### src/sv/sct_pkg.sv
package sct_pkg;

    localparam int MAX_SECTIONS       = 256;
    localparam int MIN_SECTION_LENGTH = 12;

    localparam int INDEX_W = $clog2(MAX_SECTIONS);
    localparam int COUNT_W = INDEX_W + 1;

    localparam logic [2:0] ST_OK     = 3'd0;
    localparam logic [2:0] ST_DUP    = 3'd1;
    localparam logic [2:0] ST_BADNUM = 3'd2;
    localparam logic [2:0] ST_VERCHG = 3'd3;
    localparam logic [2:0] ST_CRC    = 3'd4;
    localparam logic [2:0] ST_PARAM  = 3'd5;

    typedef struct packed {
        logic        payload_present;
        logic [12:0] pid;
        logic [12:0] section_length;
        logic [31:0] crc_field;
        logic [31:0] crc_computed;
        logic [7:0]  section_index;
        logic [7:0]  last_index;
        logic [4:0]  table_version;
    } item_t;

    typedef struct packed {
        logic [2:0] status;
        logic       complete;
        logic [4:0] changed_version;
    } result_t;

    typedef struct packed {
        logic load;
        logic exec;
        logic clear;
    } cmd_t;

endpackage

### src/sv/sct_controller.sv
module sct_controller
    import sct_pkg::*;
(
    input  logic clk,
    input  logic rst_n,
    input  logic start,
    input  logic clear_last,
    output logic busy,
    output cmd_t cmd,
    output logic result_valid
);

    typedef enum logic [1:0] {
        S_CLEAR,
        S_IDLE,
        S_EXEC
    } state_t;

    state_t state_reg;
    state_t state_next;
    logic   result_valid_reg;
    logic   result_valid_next;

    always_comb
    begin
        state_next        = state_reg;
        result_valid_next = 1'b0;
        unique case (state_reg)
            S_CLEAR:
            begin
                if (clear_last)
                begin
                    state_next = S_IDLE;
                end
            end
            S_IDLE:
            begin
                if (start)
                begin
                    state_next = S_EXEC;
                end
            end
            S_EXEC:
            begin
                state_next        = S_IDLE;
                result_valid_next = 1'b1;
            end
            default:
            begin
                state_next = S_IDLE;
            end
        endcase
    end

    always_ff @(posedge clk or negedge rst_n)
    begin
        if (!rst_n)
        begin
            state_reg        <= S_CLEAR;
            result_valid_reg <= 1'b0;
        end
        else
        begin
            state_reg        <= state_next;
            result_valid_reg <= result_valid_next;
        end
    end

    assign busy         = (state_reg != S_IDLE);
    assign cmd.load     = start && (state_reg == S_IDLE);
    assign cmd.exec     = (state_reg == S_EXEC);
    assign cmd.clear    = (state_reg == S_CLEAR);
    assign result_valid = result_valid_reg;

endmodule

### src/sv/sct_datapath.sv
module sct_datapath
    import sct_pkg::*;
(
    input  logic        clk,
    input  logic        rst_n,
    input  cmd_t        cmd,
    input  item_t       item,
    input  logic        wr_en,
    input  logic [12:0] wr_data,
    output logic        clear_last,
    output result_t     result
);

    item_t                item_reg;
    result_t              result_reg;
    result_t              result_next;
    logic [12:0]          filter_pid_reg;
    logic                 started_reg;
    logic                 started_next;
    logic                 flag_mem [MAX_SECTIONS];
    logic                 flag_rd_reg;
    logic [INDEX_W-1:0]   clr_addr_reg;
    logic [COUNT_W-1:0]   expected_count_reg;
    logic [COUNT_W-1:0]   expected_count_next;
    logic [COUNT_W-1:0]   received_count_reg;
    logic [COUNT_W-1:0]   received_count_next;
    logic [4:0]           held_version_reg;
    logic [4:0]           held_version_next;
    logic [4:0]           new_version_reg;
    logic [4:0]           new_version_next;
    logic                 done_reg;
    logic                 done_next;

    logic                 param_err;
    logic                 crc_err;
    logic [COUNT_W-1:0]   first_count;
    logic [COUNT_W-1:0]   eff_expected;
    logic [COUNT_W-1:0]   eff_received;
    logic [COUNT_W-1:0]   count_inc;
    logic [INDEX_W-1:0]   sec;
    logic                 bad_num;
    logic                 flag_set;
    logic                 flag_we;
    logic [INDEX_W-1:0]   flag_addr;
    logic                 flag_wdata;

    assign sec       = item_reg.section_index[INDEX_W-1:0];
    assign param_err = !item_reg.payload_present
                    || (item_reg.section_length < 13'(MIN_SECTION_LENGTH))
                    || (item_reg.pid != filter_pid_reg);
    assign crc_err   = (item_reg.crc_field != item_reg.crc_computed);

    // last_index + 1 saturated at the flag store depth
    always_comb
    begin
        first_count = {1'b0, item_reg.last_index} + COUNT_W'(1);
        if (first_count > COUNT_W'(MAX_SECTIONS))
        begin
            first_count = COUNT_W'(MAX_SECTIONS);
        end
    end

    // first good section behaves as if the tracker state were fresh;
    // the flag store is all zero until then, so its read needs no masking
    assign eff_expected = started_reg ? expected_count_reg : first_count;
    assign eff_received = started_reg ? received_count_reg : '0;
    assign bad_num      = ({1'b0, sec} >= eff_expected);
    assign count_inc    = eff_received + COUNT_W'(1);

    always_comb
    begin
        started_next        = started_reg;
        expected_count_next = expected_count_reg;
        received_count_next = received_count_reg;
        held_version_next   = held_version_reg;
        new_version_next    = new_version_reg;
        done_next           = done_reg;
        flag_set            = 1'b0;
        result_next.status  = ST_OK;

        if (param_err)
        begin
            result_next.status = ST_PARAM;
        end
        else if (crc_err)
        begin
            result_next.status = ST_CRC;
        end
        else if (done_reg)
        begin
            if (item_reg.table_version != held_version_reg)
            begin
                new_version_next   = item_reg.table_version;
                result_next.status = ST_VERCHG;
            end
            else
            begin
                result_next.status = ST_DUP;
            end
        end
        else
        begin
            if (!started_reg)
            begin
                started_next        = 1'b1;
                expected_count_next = first_count;
                received_count_next = '0;
                held_version_next   = item_reg.table_version;
            end
            if (bad_num)
            begin
                result_next.status = ST_BADNUM;
            end
            else if (flag_rd_reg)
            begin
                result_next.status = ST_DUP;
            end
            else
            begin
                flag_set            = 1'b1;
                received_count_next = count_inc;
                if (count_inc >= eff_expected)
                begin
                    done_next = 1'b1;
                end
            end
        end

        result_next.complete        = done_next;
        result_next.changed_version = new_version_next;
    end

    // flag store port: clearing pass after reset, then single-bit sets
    always_comb
    begin
        flag_we    = cmd.exec && flag_set;
        flag_addr  = sec;
        flag_wdata = 1'b1;
        if (cmd.clear)
        begin
            flag_we    = 1'b1;
            flag_addr  = clr_addr_reg;
            flag_wdata = 1'b0;
        end
    end

    assign clear_last = (clr_addr_reg == INDEX_W'(MAX_SECTIONS - 1));

    always_ff @(posedge clk)
    begin
        if (cmd.load)
        begin
            item_reg    <= item;
            flag_rd_reg <= flag_mem[item.section_index[INDEX_W-1:0]];
        end
        if (cmd.exec)
        begin
            result_reg <= result_next;
        end
        if (flag_we)
        begin
            flag_mem[flag_addr] <= flag_wdata;
        end
    end

    always_ff @(posedge clk or negedge rst_n)
    begin
        if (!rst_n)
        begin
            filter_pid_reg     <= '0;
            started_reg        <= 1'b0;
            clr_addr_reg       <= '0;
            expected_count_reg <= '0;
            received_count_reg <= '0;
            held_version_reg   <= '0;
            new_version_reg    <= 5'd31;
            done_reg           <= 1'b0;
        end
        else
        begin
            if (wr_en)
            begin
                filter_pid_reg <= wr_data;
            end
            if (cmd.clear)
            begin
                clr_addr_reg <= clr_addr_reg + INDEX_W'(1);
            end
            if (cmd.exec)
            begin
                started_reg        <= started_next;
                expected_count_reg <= expected_count_next;
                received_count_reg <= received_count_next;
                held_version_reg   <= held_version_next;
                new_version_reg    <= new_version_next;
                done_reg           <= done_next;
            end
        end
    end

    assign result = result_reg;

    // the running count stands in for a scan of the flags
    a_count_bounded: assert property (@(posedge clk) disable iff (!rst_n)
        received_count_reg <= expected_count_reg)
        else $error("received count above expected count");

    a_done_needs_start: assert property (@(posedge clk) disable iff (!rst_n)
        done_reg |-> started_reg)
        else $error("table complete before any section was taken");

    a_version_change_after_done: assert property (@(posedge clk) disable iff (!rst_n)
        (new_version_reg != $past(new_version_reg)) |-> $past(done_reg))
        else $error("new version recorded before table was complete");

endmodule

### src/sv/section_collection_tracker_core.sv
// result_valid and result are registered at the end of the S_EXEC state that follows the taken start
// start is not taken again until the tracker is back in S_IDLE (flag read at the load edge, then
//   the S_EXEC state for the count compare and state update)
// the receiver cannot stall; result_valid lasts exactly one cycle, result holds until the next update
// reset: asynchronous, active low; clears tracker state and filter pid, then busy stays
//   high while all 256 flag store entries are cleared
module section_collection_tracker_core
    import sct_pkg::*;
(
    input  logic        clk,
    input  logic        rst_n,
    input  logic        start,
    output logic        busy,
    input  item_t       item,
    input  logic        wr_en,
    input  logic [12:0] wr_data,
    output logic        result_valid,
    output result_t     result
);

    cmd_t cmd;
    logic clear_last;

    sct_controller u_controller (
        .clk          (clk),
        .rst_n        (rst_n),
        .start        (start),
        .clear_last   (clear_last),
        .busy         (busy),
        .cmd          (cmd),
        .result_valid (result_valid)
    );

    sct_datapath u_datapath (
        .clk        (clk),
        .rst_n      (rst_n),
        .cmd        (cmd),
        .item       (item),
        .wr_en      (wr_en),
        .wr_data    (wr_data),
        .clear_last (clear_last),
        .result     (result)
    );

endmodule

### config.mk
export PLATFORM = sky130hd
export DESIGN_NAME = section_collection_tracker_core
export DESIGN_NICKNAME = d
export VERILOG_FILES = /design/src/sv/sct_pkg.sv /design/src/sv/sct_controller.sv /design/src/sv/sct_datapath.sv /design/src/sv/section_collection_tracker_core.sv
export SDC_FILE = /design/constraint.sdc
export NUM_CORES = 1
export LEC_CHECK = 0
export CAP_MARGIN = 15
export CELL_PAD_IN_SITES_DETAIL_PLACEMENT = 2
export CELL_PAD_IN_SITES_GLOBAL_PLACEMENT = 2
export CORE_AREA = 2 2 211 213
export CTS_CLUSTER_DIAMETER = 40
export DETAILED_ROUTE_END_ITERATION = 12
export DIE_AREA = 0 0 213 215
export DONT_BUFFER_PORTS = 1
export HOLD_SLACK_MARGIN = 0.08
export PLACE_DENSITY_LB_ADDON = 0.1
export SETUP_SLACK_MARGIN = 0.05
export SKIP_CTS_REPAIR_TIMING = 1
export SLEW_MARGIN = 10
export SYNTH_ARGS = -nofsm -noshare
export SYNTH_HDL_FRONTEND = slang
export SYNTH_SLANG_ARGS = --single-unit
### constraint.sdc
create_clock -name clk -period 6.86 [get_ports clk]
set_clock_uncertainty 0.2 [all_clocks]
set_input_delay 1.372 -clock clk [delete_from_list [all_inputs] [get_ports clk]]
set_output_delay 1.372 -clock clk [all_outputs]
set_load 0.05 [all_outputs]
### Word level (Yosys, flattened, before mapping)

Memories as Yosys holds them, arrays and structs flattened. A register that Yosys moved wholly into a read port is not among the register bits.
Index checks and enable logic that the tools add are counted.

| storage, ports and cells | value |
|---|---|
| register bits after elaboration | 175 |
| RAM bits | 256 |
| bits of input ports | 129 |
| output and inout port bits | 11 |
| word-level logic and storage cells | 87 |
| memories kept | 1 |

| operators by class | value |
|---|---|
| add/sub/neg operators | 3 |
| magnitude comparators | 4 |
| equal/unequal tests | 9 |
| muxes and demuxes | 34 |
| bitwise operators | 4 |
| reduce and logical (&&, ||, !) cells | 10 |

Memories:

| name | depth | width | read ports | clocked after memory_dff | wr ports | RTL line | RTL |
|---|---|---|---|---|---|---|---|
| u_datapath.flag_mem | 256 | 1 | 1 | 1 | 1 | sct_datapath.sv:20 | `logic flag_mem [MAX_SECTIONS];` |

Operators with widths:

| cell | number |
|---|---|
| 9-bit two-way mux | 5 |
| 32-bit inequality test | 1 |
| 5-bit two-way mux | 4 |
| 1-bit two-way mux | 18 |
| 13-bit by 4-bit less-than comparator with 1-bit output, second input constant | 1 |
| 13-bit inequality test | 1 |
| 8-bit by 1-bit adder with 9-bit output, second input constant | 1 |
| 9-bit by 1-bit adder with 9-bit output, second input constant | 1 |
| 8-bit by 9-bit >= comparator with 1-bit output | 1 |
| 9-bit >= comparator | 1 |
| 9-bit > comparator, second input constant | 1 |
| 8-bit by 1-bit adder with 8-bit output, second input constant | 1 |
| 8-bit == test, second input constant | 1 |
| 8-bit two-way mux | 1 |
| 2-bit two-way mux | 3 |
| 3-bit two-way mux | 2 |
| 5-bit inequality test | 1 |
| 5-bit AND reduction | 1 |
| 2-bit by 1-bit inequality test with 1-bit output, second input constant | 2 |
| 1-bit inverter | 4 |
| 2-bit case mux with 2 select lines | 1 |
| 4-bit AND reduction | 1 |
| 2-bit by 1-bit == test with 1-bit output, second input constant | 1 |
| 2-bit == test, second input constant | 1 |
| 7 further kinds | 9 |

### Longest topological paths before layout

| logic depth | value |
|---|---|
| word-level depth | 13 |
| gate-level depth with buffers | 18 |

### Modules after synthesis

Synthesis repeated with hierarchy kept, for this count alone.

| second synthesis, totals | value |
|---|---|
| cells, all modules | 1354 |
| area, all modules | 18905.6 um2 |

Modules (own cells, without submodules):

| module | times used | cells an instance | area each (um2) | seq. area each (um2) |
|---|---|---|---|---|
| sct_datapath | 1 | 1342 | 18780.5 | 12573.3 |
| sct_controller | 1 | 12 | 125.1 | 75.1 |

### Least setup slack after synthesis

No wires, ideal clock.

| timing | value |
|---|---|
| kind | input-to-reg |
| start point | input port start |
| end point | register u_datapath.flag_rd_reg, read port of u_datapath.flag_mem, enable pin |
| arrival time | 6.035 ns |
| required time | 6.077 ns |
| slack | 0.042 ns |
| cell stages on the path | 2 |
| cells stage by stage | inv_1 -> nor2_1 |

RTL lines:

| element | RTL line | RTL |
|---|---|---|
| start, declared | section_collection_tracker_core.sv:12 | `input logic start,` |
| end, declared | sct_datapath.sv:21 | `logic flag_rd_reg;` |

### Final worst setup path

| timing | value |
|---|---|
| start point | register u_datapath.item_reg[7] (netlist name) |
| end point | memory u_datapath.flag_mem[145], enable pin |

| on the way | value |
|---|---|
| cells in the longest elaborated chain, start to end | 13 |

RTL lines:

| element | RTL line | RTL |
|---|---|---|
| start, declared | sct_datapath.sv:14 | `item_t item_reg;` |
| start signal, assigned | sct_datapath.sv:153 | `item_reg <= item;` |
| 8-bit by 1-bit adder with 9-bit output | sct_datapath.sv:56 | `first_count = {1'b0, item_reg.last_index} + COUNT_W'(1);` |
| 9-bit > comparator | sct_datapath.sv:57 | `if (first_count > COUNT_W'(MAX_SECTIONS))` |
| 9-bit two-way mux | sct_datapath.sv:57 |  |
| 9-bit two-way mux | n/a |  |
| via u_datapath.eff_expected[0] | sct_datapath.sv:37 | `logic [COUNT_W-1:0] eff_expected;` |
| 8-bit by 9-bit >= comparator with 1-bit output | sct_datapath.sv:67 | `assign bad_num = ({1'b0, sec} >= eff_expected);` |
| 1-bit two-way mux | sct_datapath.sv:110 | `if (bad_num)` |
| 1-bit two-way mux | sct_datapath.sv:89 | `else if (done_reg)` |
| 1-bit two-way mux | sct_datapath.sv:85 | `else if (crc_err)` |
| 1-bit two-way mux | sct_datapath.sv:81 | `if (param_err)` |
| 1-bit logical AND | sct_datapath.sv:136 | `flag_we = cmd.exec && flag_set;` |
| 1-bit two-way mux | sct_datapath.sv:139 | `if (cmd.clear)` |
| 1-bit two-way mux | sct_datapath.sv:160 | `if (flag_we)` |
| 1-bit two-way mux (implied by the code) | sct_datapath.sv:162 | `flag_mem[flag_addr] <= flag_wdata;` |
| end, declared | sct_datapath.sv:20 |  |

The timed path passes the listed nets, and every way through them passes these cells.

==> impl_metrics.prom <==
# TYPE chip_impl_metric gauge
chip_impl_info{name="cp-start-kind",value="register"} 1
chip_impl_metric{name="postPlaceCellArea",unit="um^2"} 20400
chip_impl_metric{name="seq_area_frac_synth",unit=""} 0.636
chip_impl_metric{name="ctsLongestPathBuffers",unit=""} 3
chip_impl_info{name="cts_tree",value="built"} 1
chip_impl_metric{name="finalWorstPathRequiredPeriod",unit="ns"} 5.48
chip_impl_info{name="end_kind",value="register"} 1
chip_impl_metric{name="synth_area_per_cell",unit="um^2"} 13.9
chip_impl_metric{name="fp.coreArea",unit="um^2"} 43600
chip_impl_info{name="setup.worst_path.class",value="register to register"} 1
chip_impl_metric{name="die_width",unit="um"} 213
chip_impl_metric{name="insertion_delay",unit="ns"} 0.61
chip_impl_metric{name="finalHoldViolCount",unit=""} 0
chip_impl_metric{name="post_synth_num_cell_types",unit=""} 69
chip_impl_metric{name="routed_wire_length_per_instance",unit="um"} 28.0
chip_impl_metric{name="gr_ovfl_total",unit=""} 0
chip_impl_metric{name="synth-seq-cells",unit=""} 430
chip_impl_metric{name="drtPass1Iterations",unit=""} 5
chip_impl_info{name="rsz0062_at_grt",value="false"} 1
chip_impl_metric{name="critPathArrivalTime",unit="ns"} 5.55
chip_impl_metric{name="synth_area",unit="um^2"} 19900
chip_impl_metric{name="sw_frac_of_total",unit=""} 0.343
chip_impl_metric{name="final_net_count",unit=""} 1576
chip_impl_metric{name="portBuffers",unit=""} 0
chip_impl_metric{name="yosys_warnings",unit=""} 0
chip_impl_metric{name="via_count_of_the_first_global_routing_pass",unit=""} 13800
chip_impl_metric{name="timing.critical_path.required",unit="ns"} 6.93
chip_impl_metric{name="area_growth_from_synthesis_to_layout",unit="%"} 14.2
chip_impl_metric{name="postLayoutCoreUtil",unit=""} 0.520
chip_impl_metric{name="power_frac_comb",unit=""} 0.222
chip_impl_metric{name="cts.reportedPaths.clkPinSlew",unit="ns"} 0.06
chip_impl_metric{name="r2r.worst_path.cells",unit=""} 16
chip_impl_metric{name="wl",unit="um"} 58000
chip_impl_info{name="post-synth-top-count-cell",value="sky130_fd_sc_hd__edfxtp_1"} 1
chip_impl_metric{name="setup-tns-final",unit="ns"} 0
chip_impl_metric{name="final.period_utilization",unit=""} 0.799
chip_impl_metric{name="io_pins",unit=""} 140
chip_impl_metric{name="synthArstFlopShare",unit=""} 0.126
chip_impl_metric{name="cts_htree_levels",unit=""} 3
chip_impl_info{name="cts-root-buf",value="sky130_fd_sc_hd__clkbuf_16"} 1
chip_impl_metric{name="timing.max_slew.rel_slack",unit=""} 0.204
chip_impl_metric{name="vias",unit=""} 12400
chip_impl_metric{name="max_freq",unit="MHz"} 182
chip_impl_metric{name="largest_voltage_drop_on_the_vdd_net",unit="V"} 0.000347
chip_impl_metric{name="timing_worst_slew_pin_value",unit="ns"} 1.19
chip_impl_metric{name="total_drc_errors_in_the_routed_layout",unit=""} 0
chip_impl_metric{name="postSynthNetCount",unit=""} 1581
chip_impl_info{name="critical_path_startpoint",value="u_datapath.item_reg[7]"} 1
chip_impl_metric{name="synth_edf_count",unit=""} 376
chip_impl_metric{name="detail_route.vias_per_cell",unit=""} 5.98
chip_impl_metric{name="cts.sinks",unit=""} 430
chip_impl_metric{name="setup_ws",unit="ns"} 1.38
chip_impl_metric{name="antenna_left",unit=""} 0
chip_impl_info{name="synthTopCellsByCount",value="376 x sky130_fd_sc_hd__edfxtp_1, 118 x sky130_fd_sc_hd__nor3_1, 100 x sky130_fd_sc_hd__nand2_1"} 1
chip_impl_metric{name="place_hpwl",unit="um"} 34300
chip_impl_info{name="netlist_top_cells_area",value="sky130_fd_sc_hd__edfxtp_1 57%, sky130_fd_sc_hd__dfrtp_1 6.2%, sky130_fd_sc_hd__mux4_2 4.3%"} 1
chip_impl_metric{name="global_route_wire_length_before_repair",unit="um"} 87800
chip_impl_metric{name="cts_inserted_buffers",unit=""} 69
chip_impl_metric{name="largest_register_ff_count",unit=""} 256
chip_impl_info{name="yosys.area.top_type",value="sky130_fd_sc_hd__edfxtp_1"} 1
chip_impl_metric{name="fp.dieH",unit="um"} 215
chip_impl_info{name="regToRegStartpoint",value="u_datapath.item_reg[7]"} 1
chip_impl_metric{name="fp-row-count",unit=""} 77
chip_impl_metric{name="internal-power",unit="mW"} 5.91
chip_impl_metric{name="timing_max_transition_violations_final",unit=""} 0
chip_impl_metric{name="initial_utilization",unit=""} 0.456
chip_impl_metric{name="post-synth-top-area-fraction",unit=""} 0.568
chip_impl_metric{name="finalSetupViolCount",unit=""} 0
chip_impl_info{name="run_status",value="finished clean"} 1
chip_impl_metric{name="drt_iter0_markers",unit=""} 857
chip_impl_metric{name="die_area",unit="um^2"} 45800
chip_impl_metric{name="fraction_of_final_layout_cells_with_drive_strength_greater_than_1",unit=""} 0.210
chip_impl_metric{name="p_clk_frac",unit=""} 0.387
chip_impl_metric{name="cap_violations",unit=""} 0
chip_impl_metric{name="hold_ws",unit="ns"} 0.263
chip_impl_metric{name="grt_start_max_net_pins",unit=""} 146
chip_impl_metric{name="post-place-ws",unit="ns"} 1.45
chip_impl_metric{name="fin_area",unit="um^2"} 22700
chip_impl_info{name="ys.flop_type",value="sky130_fd_sc_hd__edfxtp_1"} 1
chip_impl_metric{name="critical_path.max_fanout",unit=""} 82
chip_impl_metric{name="globalRouteTotalUtil",unit=""} 0.259
chip_impl_info{name="hp-class",value="input port to asynchronous set/reset pin"} 1
chip_impl_metric{name="share_seq_of_total_power",unit=""} 0.391
chip_impl_metric{name="total_leakage_power",unit="nW"} 7.35
chip_impl_metric{name="place.gp.congestion",unit=""} 0.765
chip_impl_metric{name="powerDensity",unit="nW/um^2"} 396
chip_impl_metric{name="postSynthCellCount",unit=""} 1432
chip_impl_metric{name="netSwitchingPower",unit="mW"} 3.08
chip_impl_metric{name="initial_antenna_violation_count",unit=""} 4
-- power groups by stage --
| stage | Sequential (mW) | Clock [mW] | Combinational [mW] |
|---|---|---|---|
| global route | 3.53 | 3.64 | 2.15 |
| detailed placement | 3.55 | 0 | 1.96 |
| global placement | 3.53 | 0 | 1.89 |
| CTS | 3.51 | 3.54 | 1.99 |
| floorplan | 3.58 | 0 | 1.35 |
| finish | 3.51 | 3.48 | 2.00 |
-- final cells by class --
type / instances / area [um^2]
Fill cell: 4033 / 20900
Clock buffer: 82 / 1860
Sequential cell: 430 / 12600
Antenna cell: 2 / 5.00
Clock inverter: 40 / 438
Multi-Input combinational cell: 887 / 6740
Inverter: 19 / 76.3
Timing Repair Buffer: 20 / 195
Tap cell: 592 / 741
-- metal layers --
layer | global-route usage | up-vias | part of all wire | wire, um
li1 | - | 5473 | - | -
met1 | 0.315 | 6529 | 0.40 | 23400
met2 | 0.458 | 271 | 0.53 | 30500
met3 | 0.0514 | 110 | 0.044 | 2540
met4 | 0.0858 | 4 | 0.028 | 1610
met5 | 0 | - | 0.00050 | 29
-- placed cells by master, fill, tap and decap left out, types with 7 or more instances in the layout --
cell / count
sky130_fd_sc_hd__nor3_2: 81
sky130_fd_sc_hd__inv_1: 18
sky130_fd_sc_hd__a21oi_1: 18
sky130_fd_sc_hd__and3_1: 10
sky130_fd_sc_hd__dfrtp_1: 49
sky130_fd_sc_hd__nand2_1: 100
sky130_fd_sc_hd__buf_4: 17
sky130_fd_sc_hd__nand3_1: 27
sky130_fd_sc_hd__clkinvlp_4: 8
sky130_fd_sc_hd__and2_1: 9
sky130_fd_sc_hd__or3_1: 7
sky130_fd_sc_hd__nor2_1: 93
sky130_fd_sc_hd__o22ai_1: 22
sky130_fd_sc_hd__nand4_1: 15
sky130_fd_sc_hd__o21ai_0: 19
sky130_fd_sc_hd__ha_1: 20
sky130_fd_sc_hd__mux2i_1: 71
sky130_fd_sc_hd__clkinv_4: 7
sky130_fd_sc_hd__clkinv_2: 7
sky130_fd_sc_hd__edfxtp_1: 376
sky130_fd_sc_hd__mux2_2: 32
sky130_fd_sc_hd__nor4_1: 26
sky130_fd_sc_hd__mux4_2: 38
sky130_fd_sc_hd__nor3_1: 118
sky130_fd_sc_hd__clkbuf_1: 9
sky130_fd_sc_hd__nand2b_1: 15
sky130_fd_sc_hd__clkbuf_16: 73
sky130_fd_sc_hd__xor2_1: 9
sky130_fd_sc_hd__xnor2_1: 58
-- critical path: stages (launching register included) --
cell,delay [ns]
sky130_fd_sc_hd__edfxtp_1,0.44
sky130_fd_sc_hd__and3_1,0.27
sky130_fd_sc_hd__and3_1,0.27
sky130_fd_sc_hd__and3_1,0.17
sky130_fd_sc_hd__o21ai_0,0.09
sky130_fd_sc_hd__a221o_1,0.30
sky130_fd_sc_hd__a211o_1,0.33
sky130_fd_sc_hd__nand2_1,0.14
sky130_fd_sc_hd__ha_1,0.25
sky130_fd_sc_hd__nand2b_1,0.15
sky130_fd_sc_hd__a21oi_1,0.14
sky130_fd_sc_hd__o21ai_0,0.10
sky130_fd_sc_hd__a31o_2,0.30
sky130_fd_sc_hd__a211o_1,0.42
sky130_fd_sc_hd__o32a_2,0.74
sky130_fd_sc_hd__buf_12,0.41
sky130_fd_sc_hd__nor4_1,0.41
-- final timing paths --
check                                                   endpoint  slack, ns
worst max-delay path                    u_datapath.flag_mem[145]       1.38
worst min-delay path                u_datapath.filter_pid_reg[5]       0.26
worst max register to register          u_datapath.flag_mem[145]       1.38
worst min register to register  u_datapath.expected_count_reg[4]       0.29
max in group asynchronous          u_datapath.new_version_reg[0]       5.98
min in group clk                u_datapath.expected_count_reg[4]       0.29
-- per-stage QoR --
stage	total power, mW	instances
finish	8.99	2072
CTS	9.05	2068
detailed placement	5.51	1946
floorplan	4.93	1432
global placement	5.42	1946
global route	9.32	2072
-- logic make-up after synthesis --
family                     count (synthesis)  share of synthesized area
and+or+nand+nor                          531                      0.152
DFF                                      430                      0.636
muxes                                    142                     0.0974
AOI/OAI and AO/OA                        127                     0.0437
buffers and inverters                    115                     0.0289
xor gates and xnor gates                  67                     0.0295
adders and majority gates                 20                     0.0126
Power figures use the tool's default switching activity.
